$ cat src/qte_pkg.sv
// Shared types, widths and the arctangent table for the quaternion to Euler core.
package qte_pkg;

	localparam int CORDIC_STEPS = 16;
	localparam int STEPS = (CORDIC_STEPS > 24) ? 24 : CORDIC_STEPS;
	localparam int TW = 36;        // Z-Y-X terms, 30 fraction bits
	localparam int CW = 37;        // CORDIC x/y lanes
	localparam int ZW = 33;        // angle accumulator, 28 fraction bits
	localparam int SW = 61;        // square root remainder and root
	localparam int SQ_CELLS = 31;  // one root bit per cell
	localparam int LANES = 3;
	localparam int LANE_ROLL = 0;
	localparam int LANE_PITCH = 1;
	localparam int LANE_YAW = 2;
	localparam int ANG_MAX = 25736;
	localparam int PITCH_MAX = 12868;

	localparam logic signed [TW-1:0] ONE_Q30 = TW'(64'sd1073741824);
	localparam logic signed [ZW-1:0] PI_Q28 = ZW'(64'sd843314856);

	typedef struct packed {
		logic signed [CW-1:0] x;
		logic signed [CW-1:0] y;
		logic signed [ZW-1:0] z;
		logic                 zero;
	} lane_t;

	typedef lane_t [LANES-1:0] lanes_t;

	typedef struct packed {
		logic [SW-1:0]        rem;
		logic [SW-1:0]        root;
		logic signed [TW-1:0] t0;
		logic signed [TW-1:0] t1;
		logic signed [TW-1:0] t2;
		logic signed [TW-1:0] t3;
		logic signed [TW-1:0] t4;
	} sq_t;

	function automatic logic signed [ZW-1:0] atan_entry(input logic [4:0] i);
		logic signed [ZW-1:0] a;
		case (i)
			5'd0:  a = ZW'(64'sd210828714);
			5'd1:  a = ZW'(64'sd124459457);
			5'd2:  a = ZW'(64'sd65760959);
			5'd3:  a = ZW'(64'sd33381290);
			5'd4:  a = ZW'(64'sd16755422);
			5'd5:  a = ZW'(64'sd8385879);
			5'd6:  a = ZW'(64'sd4193963);
			5'd7:  a = ZW'(64'sd2097109);
			5'd8:  a = ZW'(64'sd1048571);
			5'd9:  a = ZW'(64'sd524287);
			5'd10: a = ZW'(64'sd262144);
			5'd11: a = ZW'(64'sd131072);
			5'd12: a = ZW'(64'sd65536);
			5'd13: a = ZW'(64'sd32768);
			5'd14: a = ZW'(64'sd16384);
			5'd15: a = ZW'(64'sd8192);
			5'd16: a = ZW'(64'sd4096);
			5'd17: a = ZW'(64'sd2048);
			5'd18: a = ZW'(64'sd1024);
			5'd19: a = ZW'(64'sd512);
			5'd20: a = ZW'(64'sd256);
			5'd21: a = ZW'(64'sd128);
			5'd22: a = ZW'(64'sd64);
			5'd23: a = ZW'(64'sd32);
			default: a = '0;
		endcase
		return a;
	endfunction

endpackage

$ cat src/qte_sqrt_cell.sv
// One bit of the restoring integer square root, carrying the terms alongside.
module qte_sqrt_cell (
	input  logic          clk,
	input  logic          arst_n,
	input  logic [4:0]    step,
	input  logic          in_valid,
	input  qte_pkg::sq_t  in_data,
	output logic          out_valid,
	output qte_pkg::sq_t  out_data
);

	logic [qte_pkg::SW-1:0] bitv;
	logic [qte_pkg::SW-1:0] trial;
	qte_pkg::sq_t           nxt;

	always_comb begin
		bitv = qte_pkg::SW'(1) << {step, 1'b0};
		trial = in_data.root + bitv;
		nxt = in_data;
		if (in_data.rem >= trial) begin
			nxt.rem = in_data.rem - trial;
			nxt.root = (in_data.root >> 1) + bitv;
		end else begin
			nxt.root = in_data.root >> 1;
		end
	end

	always_ff @(posedge clk or negedge arst_n) begin
		if (!arst_n) begin
			out_valid <= 1'b0;
		end else begin
			out_valid <= in_valid;
		end
	end

	always_ff @(posedge clk) begin
		out_data <= nxt;
	end

endmodule

$ cat config.mk
export PLATFORM = sky130hd
export DESIGN_NAME = qte_sqrt_cell
export DESIGN_NICKNAME = d
export VERILOG_FILES = /design/src/qte_pkg.sv /design/src/qte_sqrt_cell.sv
export SDC_FILE = /design/constraint.sdc
export NUM_CORES = 1
export LEC_CHECK = 0
export ABC_AREA = 1
export BUFFER_PORTS_ARGS = -buffer_cell sky130_fd_sc_hd__buf_4
export CORE_AREA = 2 2 239 241
export DETAILED_ROUTE_END_ITERATION = 6
export DIE_AREA = 0 0 241 243
export MAX_ROUTING_LAYER = met4
export SYNTH_ARGS = -nofsm -noshare
export SYNTH_HDL_FRONTEND = slang
export SYNTH_SLANG_ARGS = --single-unit
$ cat constraint.sdc
create_clock -name clk -period 0.8 [get_ports clk]
set_input_delay 0.12 -clock clk [delete_from_list [all_inputs] [get_ports clk]]
set_output_delay 0.12 -clock clk [all_outputs]
set_load 0.02 [all_outputs]
**Word level (Yosys, flattened, before mapping)**

Cells that the tools add are included.

- Register bits: 303
- Input bits: 310
- Output and inout port bits: 303

- $add $sub $neg: 3
- $lt $le $gt $ge: 1
- Shift operators: 1
- Muxes and demuxes: 2

Operators with widths:

| operator | count |
|---|---|
| 60-bit by 61-bit adder with 61-bit output | 1 |
| 61-bit adder | 1 |
| 61-bit greater-or-equal comparator | 1 |
| 61-bit 2-to-1 mux | 1 |
| 1-bit by 6-bit left shift with 61-bit output (first input constant) | 1 |
| 61-bit subtractor | 1 |
| 60-bit 2-to-1 mux | 1 |

**Logic depth before layout (Yosys ltp)**

- Depth after elaboration: 4
- Gate-level depth with buffers: 34
- Mapped depth without buffers: 33

**Worst setup path before layout**

OpenSTA, ideal clock, no wires.

- Path type: input to register
- Start: in step[4]
- End: reg out_data[289] (netlist bit)
- Library setup time: 0.120 ns
- Data arrival time: 3.893 ns
- Path slack: -3.213 ns
- Stages on the path: 29
- Buffers on the path: 4
- Cell sequence: buf_2 > inv_1 > buf_2 > nand2_1 > nor4_1 > ha_1 > nand2_1 > o21ai_0 > nand2_1 > o21ai_0 > a21oi_1 > nor2_1 > a211oi_1 > nand2_1 > nand2_1 > nand2_1 > ha_1 > nand2_1 > inv_1 > a21oi_1 > o21ai_1 > nand2_1 > nand2_1 > a21oi_1 > nand3_4 > buf_8 > buf_6 > nor2_1 > a21oi_2

RTL lines:

| element | line | text |
|---|---|---|
| from (decl) | qte_sqrt_cell.sv:5 | `input logic [4:0] step,` |
| to (signal assigned) | qte_sqrt_cell.sv:37 | `out_data <= nxt;` |
| to (decl) | qte_sqrt_cell.sv:9 | `output qte_pkg::sq_t out_data` |

==> flow_summary.yaml <==
outcome:
  outcome: "complete, but fails checks"
  violations: "hold timing, setup timing"
cts:
  cts_buffer_depth: 3
  root_buffer: "clkbuf_16"
  clkTransAtPathRegs_ns: 0.07
  htree_levels: 2
  cts_buffers: 34
  cts_tree: "done"
  clock_sinks: 303
placed_design:
  pre_cts_slack_ns: -4.28
  post-dp-hpwl_mm: 102
  dp_cells: 5360
  gp_congestion: 1.04
  port_buffers: 612
final_layout:
  fill_cells: 4567
  drive_gt1_share_pct: 46.0
  layout.nets: 5478
  area_growth_pct: 105
  fin_cells: 5835
floorplan:
  initial_core_util_pct: 35.3
  die_h_um: 243
  core_mm2: 0.0560
  num_io_pins: 613
  die_w_um: 241
  rows: 87
  die_area_mm2: 0.0586
timing:
  finalSetupTns_ns: -487.52
  setup_ws_ns: -3.24
  fmax_mhz: 247
  rsz0062_at_grt: "yes"
  slew_headroom_pct: 61.0
  period_minus_slack_ns: 4.04
  drv_slew: 0
  worstMarginPinSlew_ns: 0.584
  min_period_over_period_pct: 505
  hold_slack_ns: -0.0322
  finalHoldViolations: 1
  setup-violations-final: 425
drt:
  routed_wl_mm: 137
  dr.pass1.iters: 5
  first_iter_violations: 3051
  ant_nets: 0
  viasPerCell: 5.13
  via_count: 29900
  wl_per_cell_um: 23.4
  route.detailed.drc: 0
yosys:
  synth_seq_cells: 303
  ys_types: 46
  yosysTopAreaCellShare_pct: 30.6
  yosysMostFrequentCell: "nand2_1"
  syn_area_per_cell_um2: 6.36
  synthFlopType: "dfxtp_1"
  synth_nets: 3533
  synth_commonest_cells: "nand2_1, inv_1, nor2_1"
  syn_area_mm2: 0.0197
  async_flop_share_pct: 0.330
  synth_edf_count: 0
  synth-seq-area-share_pct: 30.8
  synthCells: 3101
  synth_area_leaders: "dfxtp_1, nand2_1, inv_1"
  yosysWarnings: 0
  yosysTopAreaCell: "dfxtp_1"
critical_path:
  critPathMaxFanout: 5
  slowest_stage: "ha_1"
  critPathArrivalTime_ns: 4.55
  endpoint_kind: "flip-flop"
  setup.worst_path.class: "in2reg"
  cpPeakStageDelay_ns: 0.31
  crit_path_start_kind: "input port"
  cp_common_cell: "nand2_1"
  crit_required_ns: 1.31
run:
  maxCapViolations: 0
worst_hold_path:
  hold_class: "in2reg"
pwr:
  leakagePower_nw: 19.6
  vdd.ir_drop.worst_mv: 1.44
  p_per_area_mw_per_mm2: 1430
grt:
  grt_max_degree: 35
  grt-ovfl-total: 0
  antenna_found_initial: 9
  grt_pass1_wl_mm: 186
  grt_pass1_vias: 28300
  track_usage_pct: 44.7
-- power breakdown --
part / switching (mW) / internal [mW]
Combinational: 13.0 / 11.6
Clock: 7.17 / 8.83
Sequential: 0.839 / 16.6
-- cell type report --
type,instances,area [um^2],area share [%]
multi-input cells,2301,14500,35.9
flip-flops and latches,303,6150,15.2
inverters,466,1780,4.39
diodes,9,22.5,0.0556
well taps,756,946,2.34
repair buffers,1940,16000,39.5
clock inverters,15,149,0.368
clock buffers,45,922,2.28
-- routing by layer --
metal / global-route usage (%) / share of wire [%] / routed length (um)
met1: 56.6 / 41 / 55400
met2: 64.7 / 42 / 56700
met3: 11.4 / 11 / 14800
met4: 23.8 / 7.2 / 9830
met5: - / 0 / 0
-- flip-flops by register name, indices dropped and copies added, names as in the netlist --
signal	cells
out_data	302
out_valid	1
-- worst paths after layout --
path / from / end / slack (ns) / cells past startpoint
min in group asynchronous: arst_n / out_valid / 0.45 / 3
max: step[0] / out_data[285] / -3.24 / 31
min: in_data[182] / out_data[181] / -0.03 / 4
max in group asynchronous: arst_n / out_valid / 0.24 / 3
-- critical path, delay by kind of cell --
kind,cells,cell delay (ns)
fa+ha+maj,2,0.54
simple gates,15,1.79
compound gates,5,0.81
xor+xnor,1,0.16
buf+inv,8,1.11
-- cells in the final DEF, fill, tap and decap left out, types with 11 or more instances in the layout --
cell type,synthesis,routed
dlygate4sd3_1,0,282
inv_2,6,45
nand3_1,189,144
buf_6,10,51
o21ai_2,3,46
a31oi_1,14,11
clkbuf_16,0,41
nor2_2,13,72
a21oi_1,174,119
nand3_2,0,38
nor3_1,59,37
o21ai_1,10,36
nand2_2,3,107
nor2_1,430,321
nor2_4,0,50
xor2_1,33,29
inv_1,460,414
o21ai_0,184,103
o21ai_4,0,12
buf_12,0,18
ha_4,0,48
o21bai_1,26,23
nand3b_1,36,36
dfxtp_1,302,279
dfxtp_4,0,19
buf_4,4,1569
nand4_1,15,15
nand2_4,0,20
nor3_4,0,17
xnor2_1,62,53
nand2_1,838,713
ha_1,121,71
a21oi_2,22,71
-- stage by stage --
| stage | instance area [um^2] | util, % | total power, mW |
|---|---|---|---|
| after floorplan | 20200 | - | 25.5 |
| after global placement | 32600 | 58.2 | 37.0 |
| after detailed placement | 32600 | 58.2 | 36.9 |
| after CTS | 39100 | 69.8 | 55.6 |
| after global routing | 40500 | 72.4 | 59.7 |
| final | 40500 | 72.4 | 58.1 |
-- timing repair --
item                                    4_1_cts  5_1_grt
buffers inserted                             95       19
endpoints found under the hold margin       281        3
endpoints found under the setup margin      425      425
hold buffers                                280        2
cloned                                        4        9
gates resized for setup                     477      284
pin swaps                                   121       65
-- cell families (layout without fill, tap and decap cells) --
family	count (synthesis)	in the layout	share of synthesized area, %
buffers and inverters	497	2466	10.1
adder cells (fa/ha/maj)	122	122	7.77
flip-flops	303	303	30.8
AND/OR/NAND/NOR	1618	1618	34.0
XOR/XNOR	95	95	4.22
AO/OA/AOI/OAI	466	466	13.1
other	0	9	0
No activity file was read; power rests on OpenSTA's default activity.
