File: src/qte_pkg.sv
// Shared types, widths and the arctangent table for the quaternion to Euler core.
package qte_pkg;

	localparam int CORDIC_STEPS = 16;
	localparam int STEPS = (CORDIC_STEPS > 24) ? 24 : CORDIC_STEPS;
	localparam int TW = 36;        // Z-Y-X terms, 30 fraction bits
	localparam int CW = 37;        // CORDIC x/y lanes
	localparam int ZW = 33;        // angle accumulator, 28 fraction bits
	localparam int SW = 61;        // square root remainder and root
	localparam int SQ_CELLS = 31;  // one root bit per cell
	localparam int LANES = 3;
	localparam int LANE_ROLL = 0;
	localparam int LANE_PITCH = 1;
	localparam int LANE_YAW = 2;
	localparam int ANG_MAX = 25736;
	localparam int PITCH_MAX = 12868;

	localparam logic signed [TW-1:0] ONE_Q30 = TW'(64'sd1073741824);
	localparam logic signed [ZW-1:0] PI_Q28 = ZW'(64'sd843314856);

	typedef struct packed {
		logic signed [CW-1:0] x;
		logic signed [CW-1:0] y;
		logic signed [ZW-1:0] z;
		logic                 zero;
	} lane_t;

	typedef lane_t [LANES-1:0] lanes_t;

	typedef struct packed {
		logic [SW-1:0]        rem;
		logic [SW-1:0]        root;
		logic signed [TW-1:0] t0;
		logic signed [TW-1:0] t1;
		logic signed [TW-1:0] t2;
		logic signed [TW-1:0] t3;
		logic signed [TW-1:0] t4;
	} sq_t;

	function automatic logic signed [ZW-1:0] atan_entry(input logic [4:0] i);
		logic signed [ZW-1:0] a;
		case (i)
			5'd0:  a = ZW'(64'sd210828714);
			5'd1:  a = ZW'(64'sd124459457);
			5'd2:  a = ZW'(64'sd65760959);
			5'd3:  a = ZW'(64'sd33381290);
			5'd4:  a = ZW'(64'sd16755422);
			5'd5:  a = ZW'(64'sd8385879);
			5'd6:  a = ZW'(64'sd4193963);
			5'd7:  a = ZW'(64'sd2097109);
			5'd8:  a = ZW'(64'sd1048571);
			5'd9:  a = ZW'(64'sd524287);
			5'd10: a = ZW'(64'sd262144);
			5'd11: a = ZW'(64'sd131072);
			5'd12: a = ZW'(64'sd65536);
			5'd13: a = ZW'(64'sd32768);
			5'd14: a = ZW'(64'sd16384);
			5'd15: a = ZW'(64'sd8192);
			5'd16: a = ZW'(64'sd4096);
			5'd17: a = ZW'(64'sd2048);
			5'd18: a = ZW'(64'sd1024);
			5'd19: a = ZW'(64'sd512);
			5'd20: a = ZW'(64'sd256);
			5'd21: a = ZW'(64'sd128);
			5'd22: a = ZW'(64'sd64);
			5'd23: a = ZW'(64'sd32);
			default: a = '0;
		endcase
		return a;
	endfunction

endpackage

File: src/qte_cordic_cell.sv
// One vectoring CORDIC micro-rotation applied to all three angle lanes.
module qte_cordic_cell (
	input  logic            clk,
	input  logic            arst_n,
	input  logic [4:0]      step,
	input  logic            in_valid,
	input  qte_pkg::lanes_t in_data,
	output logic            out_valid,
	output qte_pkg::lanes_t out_data
);

	qte_pkg::lanes_t        nxt;
	logic signed [qte_pkg::ZW-1:0] ang;

	always_comb begin
		ang = qte_pkg::atan_entry(step);
		for (int l = 0; l < qte_pkg::LANES; l++) begin
			nxt[l] = in_data[l];
			if (!in_data[l].y[qte_pkg::CW-1]) begin
				nxt[l].x = in_data[l].x + (in_data[l].y >>> step);
				nxt[l].y = in_data[l].y - (in_data[l].x >>> step);
				nxt[l].z = in_data[l].z + ang;
			end else begin
				nxt[l].x = in_data[l].x - (in_data[l].y >>> step);
				nxt[l].y = in_data[l].y + (in_data[l].x >>> step);
				nxt[l].z = in_data[l].z - ang;
			end
		end
	end

	always_ff @(posedge clk or negedge arst_n) begin
		if (!arst_n) begin
			out_valid <= 1'b0;
		end else begin
			out_valid <= in_valid;
		end
	end

	always_ff @(posedge clk) begin
		out_data <= nxt;
	end

endmodule

File: config.mk
export PLATFORM = sky130hd
export DESIGN_NAME = qte_cordic_cell
export DESIGN_NICKNAME = d
export VERILOG_FILES = /design/src/qte_pkg.sv /design/src/qte_cordic_cell.sv
export SDC_FILE = /design/constraint.sdc
export NUM_CORES = 2
export LEC_CHECK = 0
export ABC_CLOCK_PERIOD_IN_PS = 1000
export BUFFER_PORTS_ARGS = -buffer_cell sky130_fd_sc_hd__buf_2
export CAP_MARGIN = 20
export CORE_ASPECT_RATIO = 0.75
export CORE_MARGIN = 4
export CORE_UTILIZATION = 33
export CTS_BUF_LIST = sky130_fd_sc_hd__clkbuf_16
export CTS_CLUSTER_DIAMETER = 30
export DETAILED_ROUTE_END_ITERATION = 12
export HOLD_SLACK_MARGIN = 0.05
export SYNTH_ARGS = -nofsm -noshare
export SYNTH_HDL_FRONTEND = slang
export SYNTH_SLANG_ARGS = --single-unit
File: constraint.sdc
create_clock -name clk -period 1 [get_ports clk]
set_input_delay 0.05 -clock clk [delete_from_list [all_inputs] [get_ports clk]]
set_output_delay 0.05 -clock clk [all_outputs]
set_load 0.01 [all_outputs]
Word-level counts from Yosys, hierarchy flattened
Memory sizes are Yosys's and may differ from the RTL's.
Index checks and enable logic that the tools add are counted.
{"block": "classes", "add_sub_neg": 18, "n_shift": 6, "muxes": 3}
{"op": "$mux W107", "n": 3}
{"op": "$add A37 B37 Y37", "n": 6}
{"op": "$sshr A37 B5 Y37", "n": 6}
{"op": "$sub A37 B37 Y37", "n": 6}
{"op": "$add A33 B33 Y33", "n": 3}
{"op": "$sub A33 B33 Y33", "n": 3}
{"block": "word_totals", "register_bits": 325, "rom_bits": 896, "out_inout_bits": 325, "wordCells": 41, "mem_count": 1}
{"name": "(no name shown)", "depth": 32, "word_bits": 28, "rd": 1, "rd_ports_with_merged_regs": 0, "wr": 0, "line_no": "qte_pkg.sv:42", "rtl": "case (i)"}

Longest topological paths before layout
{"block": "logic_depth", "depth_word": 3, "ltp_mapped": 34, "mapped_depth_nobuf": 26}

Worst setup path after synthesis
Ideal clock, no wire load.
{"block": "synth_path", "path_type": "input-to-reg", "start": "in step[1]", "end": "reg out_data[33] (netlist bit)", "setup_ns": 0.120, "arrival_ns": 7.016, "required_ns": 0.880, "setup_slack_ns": -6.136, "path_stages": 34, "path_buffers": 8, "path_cell_list": "buf_2 -> inv_2 -> buf_2 -> buf_2 -> buf_2 -> buf_1 -> clkbuf_1 -> ha_1 -> clkbuf_1 -> nor2_1 -> o21ai_0 -> a21oi_1 -> inv_1 -> ha_1 -> inv_1 -> a2111o_1 -> nor4_2 -> nand3_1 -> nor4b_2 -> and2_1 -> buf_4 -> nor3_1 -> a21oi_1 -> ha_1 -> a21o_1 -> a21o_1 -> a21oi_1 -> o21ai_0 -> a41oi_1 -> a211oi_1 -> a2111o_1 -> nor3_1 -> a21oi_1 -> xnor2_1"}
{"item": "from (decl)", "line_no": "qte_cordic_cell.sv:5", "rtl": "input logic [4:0] step,"}
{"item": "to (signal assigned)", "line_no": "qte_cordic_cell.sv:40", "rtl": "out_data <= nxt;"}
{"item": "to (decl)", "line_no": "qte_cordic_cell.sv:9", "rtl": "output qte_pkg::lanes_t out_data"}

==> results by group <==
Status
  • Status: finished with violations
  • Failing checks: hold timing, setup timing

Floorplan
  • Core Footprint: 0.132 mm^2
  • Die width: 429 um
  • I/O Pins: 657
  • Die H: 324 um
  • FP Rows: 115
  • Die ar.: 0.139 mm^2
  • Starting Density: 0.334

Finish
  • Multi-input gate area: 0.0402 mm^2
  • Share of cells above drive strength 1: 0.564
  • Non-filler cells, final: 9964
  • Post-route cell area: 0.0771 mm^2
  • Final Net Count: 8794
  • Reg area: 0.00651 mm^2
  • Layout filler cell count: 11400
  • P&R area growth vs syn: 75.5%

Place
  • Placed Area: 0.0671 mm^2
  • Placed insts: 9422
  • Hpwl dp: 184000 um
  • Port Buf Inserts: 656
  • Routability congestion estimate: 1.02

Timing
  • Final worst slack: -3840 ps
  • Final Critical Period: 4840 ps
  • Max Transition Viols Final: 0
  • Setup-failing EPs final: 646
  • Slew at the pin closest to its max-slew limit: 856 ps
  • WHS: -410 ps
  • Fmax: 0.207 GHz
  • Tcrit/Tclk final: 4.84
  • Slew HR: 0.424
  • Final hold vios: 136
  • RSZ-0062 raised after global routing: true
  • Setup TNS: -942320 ps

Clock network
  • CTS tree: done
  • Num CTS Buffers: 75
  • CTS HTree Levels: 3
  • Clk buf depth: 3
  • CTS sink count: 325
  • Clock-pin slew on the worst setup and hold paths: 40 ps
  • CTS root buffer: clkbuf_16
  • Cts hold-fix bufs: 22

Pwr
  • NetSw: 0.0472 W
  • Comb power frac: 0.627
  • Clock share of power: 0.204
  • Peak VDD IR: 1.51 mV
  • Cell internal pwr: 0.0710 W
  • Sequential share of power: 0.169
  • PwrDens: 1530 mW/mm^2
  • LEAKAGE: 35.8 nW
  • Design Power: 0.118 W
  • Sw Ratio: 0.399

Global routing
  • Vias in the first global route: 55000
  • Initial antenna violation count: 35
  • GR Util met2: 0.491
  • GRT met1 Usage: 0.417
  • GRT overflow: 0
  • Gr usage total: 0.316
  • Met3 usage: 0.0973
  • Most used routing layer in global routing: met2
  • First-pass GRT wire length: 339000 um
  • Largest net degree at the start of global routing: 63

Synth
  • Cell with the most instances after synthesis: a21oi_1
  • Fraction of registers with async set/reset: 0.00308
  • Yosys warns: 0
  • Post-synth EDFFs: 0
  • Mapped Area: 0.0439 mm^2
  • Synth top area cells: mux4_2 16%, dfxtp_1 15%, ha_1 9.4%
  • Gate Count Post-Synth: 5062
  • Synth top cells by count: 450 x a21oi_1, 416 x nor2_1, 364 x nand2_1, 330 x ha_1, 324 x dfxtp_1
  • Main synth FF type: dfxtp_1
  • Yosys top cell by area: mux4_2
  • Net Count, Synth: 5733
  • Sequential area share after synthesis: 0.148
  • Yosys reg bits: 325
  • Synth Area per Inst: 8.68 um^2
  • Yosys top cell area share: 0.163
  • Distinct cells, synth: 102

Routing
  • Initial DRC Count: 5222
  • Initial DRT Pass Iterations: 6
  • DR vias/cell: 5.56
  • Routed WL per cell: 23.6 um
  • Antenna-violating nets left: 0
  • Post-Route WL: 235000 um
  • Drt drc: 0
  • Vias: 55400

Setup path
  • Worst Setup Path Type: in -> reg
  • WP data arrival: 5410 ps
  • Required @ worst endpoint: 1570 ps
  • Crit. End Element: flop
  • Critical Path Start: step[0]
  • Startpoint Class: input pin
  • CP max stage cell: mux4_2
  • Max stage delay on crit path: 600 ps
  • Max FO, Critical Path: 8

Flow run
  • Max-Cap Viols: 0

Worst hold path
  • Worst Hold Launch: in_data[34]
  • Min-delay worst type: in -> reg
layout make-up:
type                       instances  share of cell area
tap                             1755              0.0285
multi-input combinational       4291               0.521
clock buffer                      76              0.0247
timing repair buffer            3271               0.324
antenna                           26            0.000844
inverter                         159             0.00830
clock inverter                    61             0.00765
sequential                       325              0.0845
metrics by stage:
stage          worst slack [ps]   util
6_report                  -3840  0.585
4_1_cts                   -3670  0.567
3_3_place_gp              -4680  0.510
3_5_place_dp              -4690  0.510
5_1_grt                   -3990  0.585
2_1_floorplan             -4720      -
power groups by stage:
stage | clock (W) | sequential (W) | combinational [W]
2_1_floorplan | 0 | 0.0229 | 0.0298
3_3_place_gp | 0 | 0.0202 | 0.0639
3_5_place_dp | 0 | 0.0202 | 0.0644
4_1_cts | 0.0247 | 0.0201 | 0.0700
5_1_grt | 0.0254 | 0.0204 | 0.0787
6_report | 0.0241 | 0.0200 | 0.0741
registers in the layout (all words and copies together) (netlist names):
register	flops
out_valid	1
out_data	324
path summary, 6_finish.rpt:
path / cells past startpoint / to / slack [ps]
max: 25 / out_data[214]$_DFF_P_ / -3840
min: 2 / out_data[34]$_DFF_P_ / -410
max in group asynchronous: 3 / out_valid$_DFF_PN0_ / 630
min in group asynchronous: 3 / out_valid$_DFF_PN0_ / 250
layout by cell type (no fill, tap or decap), types with 37 or more instances in the layout:
cell type | netlist | final
buf_4 | 25 | 2343
buf_2 | 78 | 648
nor2_1 | 416 | 351
nand2_1 | 364 | 335
mux4_2 | 318 | 325
dfxtp_1 | 324 | 324
xnor2_1 | 323 | 294
a21oi_1 | 450 | 285
ha_1 | 330 | 270
mux2i_1 | 226 | 185
a21o_1 | 156 | 156
xor2_1 | 158 | 152
a21oi_2 | 0 | 148
inv_1 | 156 | 146
buf_6 | 13 | 145
o21ai_0 | 252 | 137
nor3_1 | 107 | 83
buf_12 | 6 | 81
mux2_2 | 97 | 80
clkbuf_16 | 0 | 80
o21ai_1 | 5 | 74
nand2b_1 | 71 | 64
nand3_1 | 88 | 62
a31oi_1 | 80 | 57
o21a_1 | 51 | 49
nor2b_1 | 59 | 43
nor2_2 | 1 | 42
o21bai_1 | 43 | 40
ha_4 | 0 | 40
o21ai_2 | 0 | 38
o211ai_1 | 37 | 37
repair_timing:
action	in CTS	in global routing
setup buffers	306	147
setup endpoints to repair	646	646
pin swaps	362	383
gates resized for setup	519	386
hold endpoints to repair	258	192
gates cloned	15	4
kinds of logic after synthesis:
kind of cell	count (synthesis)	share of synthesized area
mux	656	0.248
simple gates	1386	0.153
xor+xnor	481	0.0959
fa+ha+maj	339	0.0981
compound gates	1429	0.209
flops	325	0.148
buf+inv	446	0.0482
critical path, delay by kind of cell:
kind | cells | cell delay, ps
buf+inv | 8 | 1020
simple gates | 4 | 640
xor+xnor | 1 | 190
fa+ha+maj | 1 | 360
mux | 3 | 1350
compound gates | 8 | 1800
per-layer routing:
| layer | part of all wire | up-vias |
|---|---|---|
| met5 | 0.00067 | - |
| met3 | 0.10 | 507 |
| li1 | - | 25300 |
| met4 | 0.037 | 22 |
| met1 | 0.42 | 26800 |
| met2 | 0.44 | 2733 |
Power figures use the tool's default switching activity.
